==> src/olist_pkg.sv <==
package olist_pkg;

  localparam int CAPACITY = 64;
  localparam int IDX_W    = (CAPACITY > 1) ? $clog2(CAPACITY) : 1;
  localparam int CNT_W    = $clog2(CAPACITY + 1);
  localparam int VAL_W    = 32;

  // Operation codes of a request.
  localparam logic [1:0] OP_APPEND = 2'd0;
  localparam logic [1:0] OP_DELETE = 2'd1;
  localparam logic [1:0] OP_DUMP   = 2'd2;

  // Status codes of a response.
  localparam logic [1:0] ST_DONE      = 2'd0;
  localparam logic [1:0] ST_NOT_FOUND = 2'd1;
  localparam logic [1:0] ST_FULL      = 2'd2;
  localparam logic [1:0] ST_EMPTY     = 2'd3;

  // Commands broadcast to the row of cells.
  localparam logic [1:0] CELL_HOLD   = 2'd0;
  localparam logic [1:0] CELL_WRITE  = 2'd1;
  localparam logic [1:0] CELL_SHIFT  = 2'd2;
  localparam logic [1:0] CELL_ROTATE = 2'd3;

  typedef logic [IDX_W-1:0]        idx_t;
  typedef logic [CNT_W-1:0]        cnt_t;
  typedef logic signed [VAL_W-1:0] val_t;

  typedef struct packed {
    logic [1:0] cmd;
    logic       start;
    idx_t       idx;
    val_t       key;
  } cell_ctrl_t;

  // Low six bits of a position, zero extended for a small list.
  function automatic logic [5:0] idx_field(idx_t x);
    logic [5:0] r;
    r = '0;
    for (int b = 0; b < IDX_W; b++) begin
      if (b < 6) r[b] = x[b];
    end
    return r;
  endfunction

  // Low seven bits of a count, zero extended for a small list.
  function automatic logic [6:0] cnt_field(cnt_t x);
    logic [6:0] r;
    r = '0;
    for (int b = 0; b < CNT_W; b++) begin
      if (b < 7) r[b] = x[b];
    end
    return r;
  endfunction

endpackage

==> src/olist_if.sv <==
interface olist_req_if import olist_pkg::*; ();
  logic              valid;
  logic              ready;
  logic [1:0]        operation;
  logic signed [31:0] value;

  modport source (output valid, output operation, output value, input ready);
  modport sink   (input valid, input operation, input value, output ready);
endinterface

interface olist_resp_if import olist_pkg::*; ();
  logic               valid;
  logic               ready;
  logic [1:0]         status;
  logic signed [31:0] item_value;
  logic [5:0]         item_index;
  logic [6:0]         count;
  logic               last;

  modport source (output valid, output status, output item_value, output item_index,
                  output count, output last, input ready);
  modport sink   (input valid, input status, input item_value, input item_index,
                  input count, input last, output ready);
endinterface

==> src/olist_ctrl.sv <==
module olist_ctrl import olist_pkg::*; (
  input  logic                clk,
  input  logic                rst,
  olist_req_if.sink           req,
  olist_resp_if.source        resp,
  input  logic [CAPACITY-1:0] hit,
  input  val_t                head_val,
  output cell_ctrl_t          ctrl
);

  localparam logic [2:0] S_IDLE  = 3'd0;
  localparam logic [2:0] S_SCAN  = 3'd1;
  localparam logic [2:0] S_SHIFT = 3'd2;
  localparam logic [2:0] S_MISS  = 3'd3;
  localparam logic [2:0] S_DUMP  = 3'd4;

  logic [2:0] state, state_next;
  cnt_t       count, count_next;
  idx_t       pos, pos_next;
  val_t       key, key_next;

  logic       out_valid;
  logic [1:0] out_status;
  val_t       out_value;
  logic [5:0] out_index;
  logic [6:0] out_count;
  logic       out_last;

  logic       emit;
  logic [1:0] e_status;
  val_t       e_value;
  idx_t       e_index;
  cnt_t       e_count;
  logic       e_last;

  logic slot_free, accept, full, hit_any, at_last;
  idx_t last_idx;

  assign slot_free = !out_valid || resp.ready;
  assign req.ready = (state == S_IDLE) && slot_free;
  assign accept    = req.valid && req.ready;
  assign full      = (count == cnt_t'(CAPACITY));
  assign hit_any   = |hit;
  assign last_idx  = idx_t'(count - cnt_t'(1));
  assign at_last   = (pos == last_idx);

  always_comb begin
    state_next = state;
    count_next = count;
    pos_next   = pos;
    key_next   = key;
    emit       = 1'b0;
    e_status   = ST_DONE;
    e_value    = '0;
    e_index    = '0;
    e_count    = count;
    e_last     = 1'b1;
    ctrl.cmd   = CELL_HOLD;
    ctrl.start = 1'b0;
    ctrl.idx   = '0;
    ctrl.key   = key;

    case (state)
      S_IDLE: begin
        ctrl.key = req.value;
        if (accept) begin
          key_next = req.value;
          case (req.operation)
            OP_APPEND: begin
              emit = 1'b1;
              if (full) begin
                e_status = ST_FULL;
              end else begin
                ctrl.cmd   = CELL_WRITE;
                ctrl.idx   = idx_t'(count);
                count_next = count + cnt_t'(1);
                e_count    = count + cnt_t'(1);
              end
            end
            OP_DELETE: begin
              if (count == '0) begin
                emit     = 1'b1;
                e_status = ST_NOT_FOUND;
              end else begin
                ctrl.start = 1'b1;
                pos_next   = '0;
                state_next = S_SCAN;
              end
            end
            OP_DUMP: begin
              if (count == '0) begin
                emit     = 1'b1;
                e_status = ST_EMPTY;
              end else begin
                pos_next   = '0;
                state_next = S_DUMP;
              end
            end
            default: begin
              emit = 1'b1;
            end
          endcase
        end
      end
      S_SCAN: begin
        // The token sits on the cell at pos; the first hit is the match.
        if (hit_any) begin
          state_next = S_SHIFT;
        end else if (at_last) begin
          state_next = S_MISS;
        end else begin
          pos_next = pos + idx_t'(1);
        end
      end
      S_SHIFT: begin
        if (slot_free) begin
          ctrl.cmd   = CELL_SHIFT;
          ctrl.idx   = pos;
          count_next = count - cnt_t'(1);
          emit       = 1'b1;
          e_count    = count - cnt_t'(1);
          state_next = S_IDLE;
        end
      end
      S_MISS: begin
        if (slot_free) begin
          emit       = 1'b1;
          e_status   = ST_NOT_FOUND;
          state_next = S_IDLE;
        end
      end
      S_DUMP: begin
        if (slot_free) begin
          ctrl.cmd = CELL_ROTATE;
          ctrl.idx = last_idx;
          emit     = 1'b1;
          e_value  = head_val;
          e_index  = pos;
          e_last   = at_last;
          if (at_last) begin
            state_next = S_IDLE;
          end else begin
            pos_next = pos + idx_t'(1);
          end
        end
      end
      default: begin
        state_next = S_IDLE;
      end
    endcase
  end

  always_ff @(posedge clk) begin
    if (rst) begin
      state     <= S_IDLE;
      count     <= '0;
      out_valid <= 1'b0;
    end else begin
      state <= state_next;
      count <= count_next;
      if (emit) begin
        out_valid <= 1'b1;
      end else if (resp.ready) begin
        out_valid <= 1'b0;
      end
    end
  end

  always_ff @(posedge clk) begin
    pos <= pos_next;
    key <= key_next;
    if (emit) begin
      out_status <= e_status;
      out_value  <= e_value;
      out_index  <= idx_field(e_index);
      out_count  <= cnt_field(e_count);
      out_last   <= e_last;
    end
  end

  assign resp.valid      = out_valid;
  assign resp.status     = out_status;
  assign resp.item_value = out_value;
  assign resp.item_index = out_index;
  assign resp.count      = out_count;
  assign resp.last       = out_last;

endmodule

==> src/flat_wrapper.sv <==
// flat-port wrapper written by rule: the top's interface ports become plain ports
module olist_ctrl_flat import olist_pkg::*;
  (clk, rst, hit, head_val, ctrl, req_valid, req_operation, req_value, req_ready, resp_valid, resp_status, resp_item_value, resp_item_index, resp_count, resp_last, resp_ready);
  olist_req_if req_i ();
  olist_resp_if resp_i ();
  input  logic clk;
  input  logic rst;
  input  logic [CAPACITY-1:0] hit;
  input  val_t head_val;
  output cell_ctrl_t ctrl;
  input wire logic [$bits(req_i.valid)-1:0] req_valid;
  input wire logic [$bits(req_i.operation)-1:0] req_operation;
  input wire logic [$bits(req_i.value)-1:0] req_value;
  output wire logic [$bits(req_i.ready)-1:0] req_ready;
  output wire logic [$bits(resp_i.valid)-1:0] resp_valid;
  output wire logic [$bits(resp_i.status)-1:0] resp_status;
  output wire logic [$bits(resp_i.item_value)-1:0] resp_item_value;
  output wire logic [$bits(resp_i.item_index)-1:0] resp_item_index;
  output wire logic [$bits(resp_i.count)-1:0] resp_count;
  output wire logic [$bits(resp_i.last)-1:0] resp_last;
  input wire logic [$bits(resp_i.ready)-1:0] resp_ready;
  assign req_i.valid = req_valid;
  assign req_i.operation = req_operation;
  assign req_i.value = req_value;
  assign req_ready = req_i.ready;
  assign resp_valid = resp_i.valid;
  assign resp_status = resp_i.status;
  assign resp_item_value = resp_i.item_value;
  assign resp_item_index = resp_i.item_index;
  assign resp_count = resp_i.count;
  assign resp_last = resp_i.last;
  assign resp_i.ready = resp_ready;
  olist_ctrl u_core (.clk(clk), .rst(rst), .req(req_i), .resp(resp_i), .hit(hit), .head_val(head_val), .ctrl(ctrl));
endmodule
==> config.mk <==
export PLATFORM = sky130hd
export DESIGN_NAME = olist_ctrl_flat
export DESIGN_NICKNAME = d
export VERILOG_FILES = /design/src/olist_pkg.sv /design/src/olist_if.sv /design/src/olist_ctrl.sv /design/src/flat_wrapper.sv
export SDC_FILE = /design/constraint.sdc
export NUM_CORES = 1
export LEC_CHECK = 0
export BUFFER_PORTS_ARGS = -buffer_cell sky130_fd_sc_hd__clkbuf_2
export CAP_MARGIN = 30
export CORE_MARGIN = 2
export CORE_UTILIZATION = 25
export CTS_CLUSTER_SIZE = 30
export DETAILED_ROUTE_END_ITERATION = 10
export GPL_TIMING_DRIVEN = 1
export PLACE_DENSITY = 0.52
export SYNTH_ARGS = -nofsm -noshare
export SYNTH_HDL_FRONTEND = slang
export SYNTH_SLANG_ARGS = --single-unit
==> constraint.sdc <==
create_clock -name clk -period 3.6 [get_ports clk]
set_clock_uncertainty 0.1 [all_clocks]
set_input_delay 0.18 -clock clk [delete_from_list [all_inputs] [get_ports clk]]
set_output_delay 0.18 -clock clk [all_outputs]
set_load 0.05 [all_outputs]
==> impl_results.md <==
- Avg Inst Size Synth: 10.4 sq um
- Reg2Reg Setup Slack: 650 ps
- NumNets Final: 860
- Clk slew on worst S/H paths: 70 ps
- Hpwl dp: 10600 um
- CP startpoint: u_core.count[0]
- Most used flip-flop cell after synthesis: edfxtp_1
- Clk_lat worst skew: 350 ps
- Row cnt: 50
- CP Capture Type: register
- Worst-Margin Slew: 745 ps
- Netlist cell types: 57
- Register area share after synthesis: 0.581
- Detailed-route wire length: 14600 um
- Fin Hold WS: 33.8 ps
- First-pass GRT wire length: 22100 um
- R2R Path End: u_core.pos[1]
- Overflow after GRT: 0
- Share of cells above drive strength 1: 0.356
- Area Growth Syn to Fin: 42.2%
- Worst-path fanout max: 14
- FF+latch area: 2800 sq um
- Fin. max-slew vios: 0
- Final design utilization: 0.365
- Pwr dens: 984 nW/um^2
- Area of the multi-input gates: 1870 sq um
- # H-tree levels: 3
- Maxcap violations: 0
- Drt drc: 0
- Reg2reg start: u_core.count[0]
- Critical path endpoint: u_core.pos[1]
- R2R cell count: 8
- Sink Count: 97
- Critical path type: register to register
- Post-synthesis cell type with the largest combined area: edfxtp_1
- RSZ-0062 raised after global routing: no
- Fin. Hold Viols: 0
- Critical path launch point type: register
- Vias in the first global route: 4374
- ANT cells: 0
- Max Clk Rate: 0.339 GHz
- Slew margin rel.: 0.500
- CTS max path bufs: 2
- Commonest cells post-synth: nand2_1 (118), edfxtp_1 (86), and3_1 (41)
- DR iter-0 viols: 184
- Ys Warns: 0
- Die H: 143 um
- Total global-route track usage: 0.140
- Busiest grt layer: met2
- Post-route minimum period: 2950 ps
- Wire per inst: 14.9 um
- CP Data Arrival Time: 2940 ps
- Filler Cells Inserted: 1916
- Chip Width: 143 um
- Vias after detailed routing: 4473
- Die area: 20400 sq um
- Setup Buffers After CTS: 0
- Hold WC Path Type: input pin to register
- Cells after synthesis: 463
- Drt pass-1 iters: 4
- Core area: 18800 sq um
- Post-DP Area: 6270 sq um
- Critical Path RT: 3590 ps
- Status: finished clean
- Mapped Nets: 607
- Met2 Usage GRT: 0.245
- #FFs+latches synth: 97
- RePlAce Congestion: 0.839
- Num CTS Buffers: 9
- Grt met3 use: 0.0389
- Final Setup Violations: 0
- Final instance area: 6870 sq um
- Fraction of registers with async set/reset: 0
- Initial Util: 0.256
- Peak supply drop: 0.394 mV
- Final Cycle Share: 0.820
- Antenna violations before repair: 0
- Cell area after synthesis: 4830 sq um
- Leak pwr: 0.00323 uW
- EDFF count, synth: 86
- Setup_tns: 0 ps
- Input/output buffers: 224
- Largest net degree at the start of global routing: 38
- Most numerous cell in the Yosys netlist: nand2_1
- Met1 usage in global routing: 0.160
- I/O pin cnt: 225
- Root Buffer: clkbuf_16
- DRT antenna net count: 0
- Synth top area share: 0.535
- CTS tree: built
- Top post-synthesis cells by area: edfxtp_1 (53%), nand2_1 (9.2%), and3_1 (5.3%), dfxtp_1 (4.6%), ha_1 (2.6%)
- Vias/cell: 4.56
through the flow:
step                setup slack (ps)  total power (uW)  instances
global route                     414              7120        981
floorplan                        534              4880        463
finish                           650              6750        981
CTS                              617              6830        981
global placement                 689              5880        932
detailed placement               642              5880        932
critical path, cell delays in order, from the launching register on:
cell	delay (ps)
dfxtp_1	480
inv_1	150
ha_1	290
or2b_1	240
o211a_1	120
o31a_1	310
nor4_4	700
mux2i_1	260
nor2_1	50
kinds of logic (layout without fill, tap and decap cells):
logic type,Yosys count,after routing,share of synthesized area
muxes,1,1,0.00207
and+or+nand+nor,249,249,0.256
adders and majority gates,10,10,0.0259
DFF,97,97,0.581
AOI/OAI and AO/OA,53,53,0.0793
buffers and inverters,41,299,0.0340
xor gates and xnor gates,12,12,0.0218
metal layers:
metal	share of wire	routed length, um
met1	0.41	5930
met2	0.49	7150
met3	0.078	1130
met5	0	0
met4	0.026	386
registers in the layout, indices dropped and copies added (netlist names), 2 cells and up:
register                count
u_core.pos                  6
u_core.count                7
u_core.resp.count           7
u_core.state                3
u_core.resp.status          2
u_core.resp.item_value     32
u_core.resp.item_index      6
u_core.key                 32
where the power goes:
part           switching (uW)  internal (uW)  total, uW
registers                 193           1770       1970
logic                    3010            878       3890
clock network             429            468        896
total                    3630           3120       6750
placed cells by master (no fill, tap or decap), types with 3 or more instances in the layout:
| master | count |
|---|---|
| and3_1 | 41 |
| nor4_1 | 18 |
| clkbuf_2 | 224 |
| o21ai_0 | 7 |
| or3_1 | 5 |
| dlygate4sd3_1 | 33 |
| a31oi_1 | 6 |
| ha_1 | 10 |
| nor2b_1 | 3 |
| inv_1 | 14 |
| clkinv_1 | 3 |
| nand4_1 | 7 |
| xnor2_1 | 4 |
| and2_1 | 7 |
| buf_4 | 10 |
| nand2_1 | 118 |
| nor3_1 | 4 |
| xor2_1 | 8 |
| nand2b_1 | 3 |
| clkbuf_16 | 9 |
| dfxtp_1 | 11 |
| o21ai_1 | 3 |
| nor2_1 | 24 |
| edfxtp_1 | 86 |
| nand3_1 | 4 |
| a21oi_1 | 11 |
layout make-up:
cell class / instances / area share
Clock buffer: 11 / 0.0339
Clock inverter: 5 / 0.00456
Inverter: 15 / 0.00820
Multi-Input combinational cell: 325 / 0.272
Sequential cell: 97 / 0.408
Tap cell: 260 / 0.0474
Timing Repair Buffer: 268 / 0.225
worst min-delay path by stage:
| stage | startpoint | endpoint | cells past startpoint |
|---|---|---|---|
| 4_1_cts | head_val[30] | u_core.resp.item_value[30] | 2 |
| 3_5_place_dp | req_value[28] | u_core.key[28] | 1 |
| 2_1_floorplan | rst | u_core.resp.valid | 1 |
| 5_1_grt | head_val[6] | u_core.resp.item_value[6] | 2 |
| 6_report | head_val[30] | u_core.resp.item_value[30] | 2 |
| 3_3_place_gp | req_value[8] | u_core.key[8] | 1 |
repair_timing:
action	in CTS	in global routing
endpoints found under the hold margin	33	0
hold buffers	33	0
resized for setup	0	0
No activity file was read; power rests on OpenSTA's default activity.
