--- config.mk ---
export PLATFORM = sky130hd
export DESIGN_NAME = olist_cell
export DESIGN_NICKNAME = d
export VERILOG_FILES = /design/src/olist_pkg.sv /design/src/olist_cell.sv
export SDC_FILE = /design/constraint.sdc
export NUM_CORES = 1
export LEC_CHECK = 0
export BUFFER_PORTS_ARGS = -buffer_cell sky130_fd_sc_hd__buf_4
export CAP_MARGIN = 20
export CELL_PAD_IN_SITES_DETAIL_PLACEMENT = 0
export CELL_PAD_IN_SITES_GLOBAL_PLACEMENT = 2
export CORE_MARGIN = 4
export CORE_UTILIZATION = 24
export CTS_BUF_LIST = sky130_fd_sc_hd__clkbuf_2
export CTS_CLUSTER_DIAMETER = 50
export DETAILED_ROUTE_END_ITERATION = 10
export PLACE_DENSITY_LB_ADDON = 0.1
export REMOVE_ABC_BUFFERS = 1
export SKIP_LAST_GASP = 1
export SLEW_MARGIN = 10
export SYNTH_ARGS = -nofsm -noshare
export SYNTH_HDL_FRONTEND = slang
export SYNTH_SLANG_ARGS = --single-unit
export TNS_END_PERCENT = 20
--- constraint.sdc ---
create_clock -name clk -period 4.62 [get_ports clk]
set_input_delay 0.462 -clock clk [delete_from_list [all_inputs] [get_ports clk]]
set_output_delay 0.462 -clock clk [all_outputs]
set_load 0.02 [all_outputs]
--- src/olist_pkg.sv ---
package olist_pkg;

  localparam int CAPACITY = 64;
  localparam int IDX_W    = (CAPACITY > 1) ? $clog2(CAPACITY) : 1;
  localparam int CNT_W    = $clog2(CAPACITY + 1);
  localparam int VAL_W    = 32;

  // Operation codes of a request.
  localparam logic [1:0] OP_APPEND = 2'd0;
  localparam logic [1:0] OP_DELETE = 2'd1;
  localparam logic [1:0] OP_DUMP   = 2'd2;

  // Status codes of a response.
  localparam logic [1:0] ST_DONE      = 2'd0;
  localparam logic [1:0] ST_NOT_FOUND = 2'd1;
  localparam logic [1:0] ST_FULL      = 2'd2;
  localparam logic [1:0] ST_EMPTY     = 2'd3;

  // Commands broadcast to the row of cells.
  localparam logic [1:0] CELL_HOLD   = 2'd0;
  localparam logic [1:0] CELL_WRITE  = 2'd1;
  localparam logic [1:0] CELL_SHIFT  = 2'd2;
  localparam logic [1:0] CELL_ROTATE = 2'd3;

  typedef logic [IDX_W-1:0]        idx_t;
  typedef logic [CNT_W-1:0]        cnt_t;
  typedef logic signed [VAL_W-1:0] val_t;

  typedef struct packed {
    logic [1:0] cmd;
    logic       start;
    idx_t       idx;
    val_t       key;
  } cell_ctrl_t;

  // Low six bits of a position, zero extended for a small list.
  function automatic logic [5:0] idx_field(idx_t x);
    logic [5:0] r;
    r = '0;
    for (int b = 0; b < IDX_W; b++) begin
      if (b < 6) r[b] = x[b];
    end
    return r;
  endfunction

  // Low seven bits of a count, zero extended for a small list.
  function automatic logic [6:0] cnt_field(cnt_t x);
    logic [6:0] r;
    r = '0;
    for (int b = 0; b < CNT_W; b++) begin
      if (b < 7) r[b] = x[b];
    end
    return r;
  endfunction

endpackage

--- src/olist_cell.sv ---
module olist_cell import olist_pkg::*; (
  input  logic       clk,
  input  logic       rst,
  input  cell_ctrl_t ctrl,
  input  idx_t       pos,
  input  val_t       next_val,
  input  val_t       head_val,
  input  logic       tok_in,
  output val_t       val,
  output logic       tok,
  output logic       hit
);

  always_ff @(posedge clk) begin
    case (ctrl.cmd)
      CELL_WRITE: begin
        if (pos == ctrl.idx) val <= ctrl.key;
      end
      CELL_SHIFT: begin
        if (pos >= ctrl.idx) val <= next_val;
      end
      CELL_ROTATE: begin
        // The last occupied cell takes the head so the list comes back whole.
        if (pos == ctrl.idx) begin
          val <= head_val;
        end else if (pos < ctrl.idx) begin
          val <= next_val;
        end
      end
      default: ;
    endcase
  end

  // The search token walks one cell per cycle from the head of the row.
  always_ff @(posedge clk) begin
    if (rst) begin
      tok <= 1'b0;
    end else if (ctrl.start) begin
      tok <= (pos == '0);
    end else begin
      tok <= tok_in;
    end
  end

  assign hit = tok & (val == ctrl.key);

endmodule

==> results of run 1 <==
power breakdown:
part           internal, mW  switching, mW  leakage, nW
Sequential            0.380         0.0271        0.314
Clock                0.0331          0.105       0.0278
Combinational         0.156          0.152         1.41
cell type report:
type                    count  area (µm²)  area share (%)
repair buffers            149        1120            32.3
multi-input cells         163        1160            33.6
clock inverters             3        12.5           0.362
flip-flops and latches     33         981            28.3
clock buffers               5        25.0           0.723
well taps                 108         135            3.90
inverters                   7        26.3           0.759
cell usage in the layout, fill, tap and decap left out, types with 5 or more instances in the layout:
cell type / n
a21oi_1: 34
inv_1: 7
nor2_1: 33
xor2_1: 31
ha_1: 6
buf_4: 149
clkbuf_2: 5
edfxtp_1: 32
nor4_1: 8
nand3_1: 5
mux2i_1: 32
cells by family after synthesis:
kind of cell               Yosys count  share of synthesized area (%)
muxes                               32                           14.5
adders and majority gates            6                           3.39
DFF                                 33                           44.3
and+or+nand+nor                     55                           12.1
AOI/OAI and AO/OA                   38                           9.11
xor gates and xnor gates            32                           12.7
buffers and inverters               17                           3.90
sequential cells by signal (all words and copies together), names as in the netlist:
| register | count |
|---|---|
| val | 32 |
| tok | 1 |
Yosys cell counts (all sizes together):
cell type / number / area, µm²
nor3: 2 / 10.0
inv: 7 / 26.3
xor2: 31 / 272
mux2i: 32 / 320
o2111ai: 1 / 8.76
a311o: 1 / 10.0
clkbuf: 7 / 26.3
nand2b: 1 / 6.26
nor2b: 1 / 6.26
and4: 1 / 8.76
xnor2: 1 / 8.76
a21oi: 34 / 170
ha: 6 / 75.1
nand4: 3 / 33.8
dfxtp: 1 / 20.0
nor4: 8 / 50.1
nor2: 33 / 124
nand3: 5 / 25.0
nand2: 1 / 3.75
o21ai: 1 / 5.00
buf: 3 / 33.8
a21o: 1 / 7.51
edfxtp: 32 / 961
critical path, delay by kind of cell, from the launching register on:
kind / cells / cell delay (ns)
flip-flops: 1 / 0.43
buffers and inverters: 1 / 0.17
AND/OR/NAND/NOR: 3 / 0.78
XOR/XNOR: 1 / 0.16
worst min path at each step:
stage	start	to	slack, ns	depth (start not counted)
floorplan	rst	tok	0.53	1
global placement	rst	tok	0.62	2
detailed placement	rst	tok	0.63	2
CTS	rst	tok	0.18	2
global route	rst	tok	0.18	2
finish	rst	tok	0.21	2
metrics by stage:
| stage | setup slack (ns) | total power, mW | util (%) | std cells | hold slack (ns) |
|---|---|---|---|---|---|
| floorplan | 1.28 | 0.548 | - | 203 | 0.531 |
| global route | 1.97 | 0.907 | 39.1 | 468 | 0.183 |
| CTS | 2.12 | 0.869 | 39.1 | 468 | 0.184 |
| finish | 2.25 | 0.854 | 39.1 | 468 | 0.211 |
| detailed placement | 2.07 | 0.728 | 38.7 | 460 | 0.625 |
| global placement | 2.09 | 0.727 | 38.7 | 460 | 0.623 |
routing by layer:
layer,vias to the layer above,routed length (µm),GRT usage [%]
met5,-,0,0
met4,0,32,2.56
met3,3,643,5.09
met2,93,3510,22.6
met1,935,2900,15.3
li1,1067,-,-
==> impl_metrics.csv, run 1 <==
group,metric,value,unit
grt,antenna_found_initial,0,
timing,hold_viol_final,0,
grt,grt_pass1_wl,11400,µm
outcome,status,"finished, final reports clean",
logic_synthesis,syn-mean-instance-area,10.4,µm²
grt,grt-ovfl-total,0,
die,fp-row-count,34,
power_and_ir_drop,powerDensity,247,mW/mm²
grt,grt_max_degree,68,
timing,setup_viol,0,
layout,drive_gt1_share,43.6,%
critical_path,critPathMaxFanout,2,
clock_network,clock_sinks,33,
drt,drt_iter0_drc,57,
timing,slew_violations,0,
critical_path,cp.required,4.16,ns
layout,area_growth,56.4,%
die,initial_core_util,25.0,%
critical_path,slowest_stage,"edfxtp_1",
clock_network,cts_buffers,5,
clock_network,cts_tree,"yes",
layout,final_cell_area,0.00346,mm²
drt,ant_nets,0,
logic_synthesis,ys_seq_area_share,44.3,%
critical_path,critPathArrivalTime,1.90,ns
placed_design,hpwl,5560,µm
grt,grt_pass1_vias,2279,
drt,wl_per_cell,15.1,µm
worst_hold_path,hold_path.class,"in -> reg",
timing,worst_slew_pin_slew,0.674,ns
drt,wl,7080,µm
placed_design,io_buffers,147,
critical_path,crit_end,"hit",
critical_path,worstSetupStartpointType,"register",
timing,fmax,423,MHz
clock_network,root_buffer,"clkbuf_2",
timing,tns,0,ns
power_and_ir_drop,irDropWorstVdd,0.000121,V
logic_synthesis,yosysUniqueCellTypes,24,
critical_path,crit_type,"reg -> out",
die,core,0.00885,mm²
drt,routed_via_density,4.48,
timing,finalCritPeriodShare,51.2,%
die,io_pins,148,
flow_run,cap_violations,0,
clock_network,hold_buffers,0,
placed_design,gp_congestion,0.738,
logic_synthesis,mappedNetlistArea,0.00221,mm²
clock_network,clk_pin_slew,0.18,ns
die,die_w,104,µm
timing,rsz0062_at_grt,"false",
critical_path,critPathCaptureType,"output port",
layout,nets,479,
die,die-area,0.0108,mm²
clock_network,post_cts_buffers,0,
timing,timing.slew.headroom,55.1,%
power_and_ir_drop,p_leak,1.76,nW
drt,first_pass_iters,4,
drt,routed-via-count,2098,
critical_path,max_stage_delay,0.43,ns
drt,drc,0,
clock_network,cts_htree_levels,2,
timing,fin_crit,2.37,ns
critical_path,startpoint,"val[21]",
placed_design,placed_area,0.00342,mm²
logic_synthesis,synth_cells,213,
logic_synthesis,ys_ff_latch,33,
clock_network,cts_resized,0,
clock_network,cts_buffer_depth,2,
logic_synthesis,yosys_warnings,0,
layout,fillers,924,
grt,grt_use_total,13.0,%
die,die_h,104,µm
critical_path,crit_chain,"xor2_1, nor4_1, nand4_1, nor3_1, buf_4",
layout,diodes,0,
Power figures use the tool's default switching activity.
==> run 2: changes to the inputs <==
--- a/config.mk
+++ b/config.mk
@@ -10,7 +10,7 @@
 export CELL_PAD_IN_SITES_DETAIL_PLACEMENT = 0
 export CELL_PAD_IN_SITES_GLOBAL_PLACEMENT = 2
 export CORE_MARGIN = 4
-export CORE_UTILIZATION = 24
+export CORE_UTILIZATION = 21
 export CTS_BUF_LIST = sky130_fd_sc_hd__clkbuf_2
 export CTS_CLUSTER_DIAMETER = 50
 export DETAILED_ROUTE_END_ITERATION = 10
==> constraint.sdc (replaced) <==
create_clock -name clk -period 2.15 [get_ports clk]
set_input_delay 0.215 -clock clk [delete_from_list [all_inputs] [get_ports clk]]
set_output_delay 0.215 -clock clk [all_outputs]
set_load 0.02 [all_outputs]
==> impl_metrics.csv, run 2 (synthesis gave the netlist of run 1 again) <==
group,metric,value,unit
outcome,status,"finished, final reports clean",
clock_network,cts_tree,"yes",
flow_run,cap_violations,0,
timing,slew_violations,0,
power_and_ir_drop,comb_power_share,37.9,%
layout,nets,485,
clock_network,cts_buffer_depth,2,
drt,drc,0,
grt,grt_pass1_vias,2274,
timing,rsz0062_at_grt,"true",
timing,finalWorstSetupSlack,0.151,ns
timing,worst_slew_pin_slew,0.401,ns
layout,area_growth,63.7,%
die,die-area,0.0122,mm²
worst_hold_path,hold_path.class,"in -> reg",
layout,final_cell_mix,"buf_4, a21oi_1, nor2_1",
drt,wl,7120,µm
critical_path,critPathCaptureType,"output port",
power_and_ir_drop,irDropWorstVdd,0.000161,V
power_and_ir_drop,p_total,1.87,mW
die,die_h,111,µm
layout,layout_commonest_cell,"buf_4",
placed_design,placed_area,0.00353,mm²
die,core,0.0103,mm²
drt,drt_iter0_drc,61,
die,fp-row-count,37,
critical_path,cp.required,1.93,ns
placed_design,gp_congestion,0.710,
die,initial_core_util,21.5,%
die,die_w,111,µm
power_and_ir_drop,power_frac_seq,46.8,%
power_and_ir_drop,p_switching,613,µW
die,io_pins,148,
power_and_ir_drop,powerDensity,515,mW/mm²
clock_network,root_buffer,"clkbuf_2",
layout,reg_top3,"val: 32 flops, tok: 1 flops",
layout,drive_gt1_share,45.8,%
layout,regMostFlops,"val",
placed_design,io_buffers,147,
layout,fillers,1088,
critical_path,worstSetupStartpointType,"register",
drt,first_pass_iters,4,
timing,hold_viol_final,0,
power_and_ir_drop,switching_share,32.8,%
timing,setup_viol,0,
timing,whs,0.0918,ns
clock_network,clk_pin_slew,0.18,ns
timing,finalCritPeriodShare,93.0,%
layout,diodes,0,
clock_network,cts_htree_levels,2,
layout,final_cell_area,0.00362,mm²
grt,grt_use_total,11.4,%
grt,antenna_found_initial,0,
grt,grt_pass1_wl,11400,µm
timing,fmax,500,MHz
critical_path,critPathMaxFanout,2,
drt,ant_nets,0,
clock_network,cts_buffers,5,
placed_design,pre_cts_slack,0.111,ns
layout,largest_register_ffs,32,
clock_network,clock_sinks,33,
power_and_ir_drop,internal-power,1.25,mW
timing,timing.slew.headroom,73.2,%
timing,fin_crit,2.00,ns
grt,grt_max_degree,41,
power_and_ir_drop,p_clk_share,15.3,%
drt,routed-via-count,2083,
grt,grt-ovfl-total,0,
placed_design,hpwl,5950,µm
critical_path,critPathArrivalTime,1.78,ns
drt,routed_via_density,4.16,
power_and_ir_drop,p_leak,1.81,nW
critical_path,crit_type,"reg -> out",
drt,wl_per_cell,14.2,µm
[run 2: final cells by class]
class | count | area, µm² | area share [%]
Clock buffer | 6 | 30.0 | 0.829
Clock inverter | 1 | 3.75 | 0.104
Inverter | 7 | 26.3 | 0.726
Multi-Input combinational cell | 163 | 1190 | 33.0
Sequential cell | 33 | 981 | 27.1
Tap cell | 136 | 170 | 4.70
Timing Repair Buffer | 155 | 1220 | 33.6
[run 2: stage by stage]
step,std cells,util [%],TNS (ns)
2_1_floorplan,203,-,-30.11
3_3_place_gp,491,34.4,0
3_5_place_dp,491,34.4,0
4_1_cts,501,35.2,0
5_1_grt,501,35.2,-0.0428
6_report,501,35.2,0
[run 2: power groups by stage]
stage	combinational (mW)	sequential [mW]	clock (mW)
floorplan	0.179	0.997	0
global placement	0.699	0.888	0
detailed placement	0.697	0.891	0
CTS	0.723	0.874	0.307
global route	0.771	0.885	0.332
finish	0.708	0.872	0.286
[run 2: critical path, stage by stage, from the launching register on]
cell	delay (ns)
edfxtp_1	0.45
xor2_1	0.16
nor4_1	0.33
nand3_1	0.14
nor3_1	0.19
buf_4	0.17
[run 2: timing repair]
item / 4_1_cts / 5_1_grt
cloned: 0 / 0
setup buffers: 2 / 0
pin swaps: 4 / 3
setup endpoints to repair: 1 / 1
hold buffers: 1 / 0
hold endpoints to repair: 1 / 0
resized for setup: 4 / 1
[run 2: layer usage]
layer / track usage, % / wire, µm / vias up
met5: 0 / 0 / -
met4: 2.22 / 44 / 0
met3: 3.95 / 574 / 4
met2: 19.3 / 3490 / 88
met1: 14.0 / 3020 / 916
li1: - / - / 1075
[run 2: worst paths after layout]
check | startpoint | to | slack [ns] | depth (start not counted)
min | tok_in | tok | 0.09 | 3
max | val[23] | hit | 0.15 | 5
==> run 3: changes to the inputs <==
--- a/config.mk
+++ b/config.mk
@@ -14,6 +14,8 @@
 export CTS_BUF_LIST = sky130_fd_sc_hd__clkbuf_2
 export CTS_CLUSTER_DIAMETER = 50
 export DETAILED_ROUTE_END_ITERATION = 10
+export HOLD_SLACK_MARGIN = 0.15
+export MAX_ROUTING_LAYER = met4
 export PLACE_DENSITY_LB_ADDON = 0.1
 export REMOVE_ABC_BUFFERS = 1
 export SKIP_LAST_GASP = 1
==> impl_metrics.csv, run 3 (synthesis gave the netlist of run 1 again) <==
group,metric,value,unit
drt,drt_iter0_drc,55,
layout,regMostFlops,"val",
clock_network,cts_buffers,5,
critical_path,crit_top_cell,"buf_4",
clock_network,cts_htree_levels,2,
die,io_pins,148,
power_and_ir_drop,p_leak,1.83,nW
layout,final_util,35.8,%
layout,layout_commonest_cell,"buf_4",
worst_hold_path,hold-path-cell-count,3,
power_and_ir_drop,powerDensity,510,mW/mm²
clock_network,clk_pin_slew,0.17,ns
clock_network,cts_tree,"yes",
critical_path,cp.required,1.93,ns
drt,drc,0,
flow_run,cap_violations,0,
die,core,0.0103,mm²
placed_design,placed_area,0.00353,mm²
layout,fillers,1088,
critical_path,crit_type,"in -> out",
placed_design,dp.cells,491,
grt,grt_pass1_wl,11400,µm
critical_path,crit_chain,"dlygate4sd3_1, buf_4, xor2_1, nor4_2, nand3_1, nor3_1, buf_4",
timing,fin_crit,2.01,ns
grt,grt_max_degree,41,
placed_design,hpwl,5950,µm
drt,wl_per_cell,14.2,µm
die,fp-row-count,37,
drt,ant_nets,0,
timing,rsz0062_at_grt,"true",
die,initial_core_util,21.5,%
critical_path,slowest_stage,"dlygate4sd3_1",
critical_path,critPathCaptureType,"output port",
timing,worst_slew_pin_slew,0.401,ns
layout,reg_top3,"val: 32 flops, tok: 1 flops",
timing,timing.slew.headroom,73.3,%
layout,area_growth,66.4,%
clock_network,root_buffer,"clkbuf_2",
placed_design,io_buffers,147,
die,die-area,0.0122,mm²
placed_design,gp_congestion,0.718,
grt,grt_pass1_vias,2299,
die,die_h,111,µm
layout,nets,491,
clock_network,clock_sinks,33,
clock_network,cts_buffer_depth,2,
critical_path,max_stage_delay,0.53,ns
layout,final_cell_area,0.00368,mm²
outcome,status,"finished, final reports clean",
drt,first_pass_iters,4,
power_and_ir_drop,irDropWorstVdd,0.000163,V
drt,routed-via-count,2103,
layout,diodes,0,
layout,final_cell_mix,"buf_4, a21oi_1, nor2_1",
layout,instances_no_fill,507,
critical_path,critPathArrivalTime,1.80,ns
timing,finalCritPeriodShare,93.6,%
grt,grt-ovfl-total,0,
drt,wl,7190,µm
layout,largest_register_ffs,32,
timing,hold_viol_final,0,
critical_path,critPathMaxFanout,2,
timing,slew_violations,0,
timing,whs,0.189,ns
die,die_w,111,µm
critical_path,worstSetupStartpointType,"input pin",
timing,fmax,497,MHz
timing,setup_viol,0,
grt,antenna_found_initial,0,
worst_hold_path,hold_path.class,"in -> reg",
grt,grt_use_total,11.8,%
drt,routed_via_density,4.15,
layout,drive_gt1_share,45.0,%
run 3: cell type report:
type | instances | area [µm²] | share of cell area, %
flip-flops and latches | 33 | 981 | 26.6
inverters | 7 | 26.3 | 0.714
well taps | 136 | 170 | 4.62
multi-input cells | 163 | 1190 | 32.4
clock inverters | 1 | 3.75 | 0.102
clock buffers | 6 | 30.0 | 0.816
repair buffers | 161 | 1280 | 34.7
run 3: final timing paths:
kind | from | end | slack, ns
max | ctrl[25] | hit | 0.14
min | ctrl[13] | val[13] | 0.19
run 3: metrics by stage:
stage | TNS, ns | power, mW | worst slack, ns
after floorplan | -30.11 | 1.18 | -0.941
after global placement | 0 | 1.59 | 0.122
after detailed placement | 0 | 1.59 | 0.111
after CTS | 0 | 1.91 | 0.00733
after global routing | -0.0428 | 2.00 | -0.0428
final | 0 | 1.88 | 0.138
run 3: report_power, final:
| part | leakage [nW] | switching (mW) | total (mW) | internal, mW |
|---|---|---|---|---|
| Combinational | 1.49 | 0.348 | 0.717 | 0.369 |
| Clock | 0.0265 | 0.211 | 0.287 | 0.0762 |
| Sequential | 0.314 | 0.0572 | 0.872 | 0.815 |
run 3: metal layers:
metal | part of all wire, % | track usage [%] | vias to the layer above
met5 | 0 | - | -
met4 | 0.60 | 2.22 | 0
met3 | 6.9 | 3.23 | 4
met2 | 49 | 19.5 | 88
met1 | 43 | 14.5 | 924
li1 | - | - | 1087
run 3: critical path: cells and delay by family:
family,cells,cell delay (ns)
buf+inv,3,0.84
simple gates,3,0.57
xor+xnor,1,0.17
run 3: what timing repair did:
| item | in CTS | in global routing |
|---|---|---|
| setup endpoints to repair | 1 | 1 |
| hold buffers | 7 | 0 |
| resized for setup | 4 | 1 |
| buffers inserted | 2 | 0 |
| pin swaps | 4 | 3 |
| hold endpoints to repair | 6 | 0 |
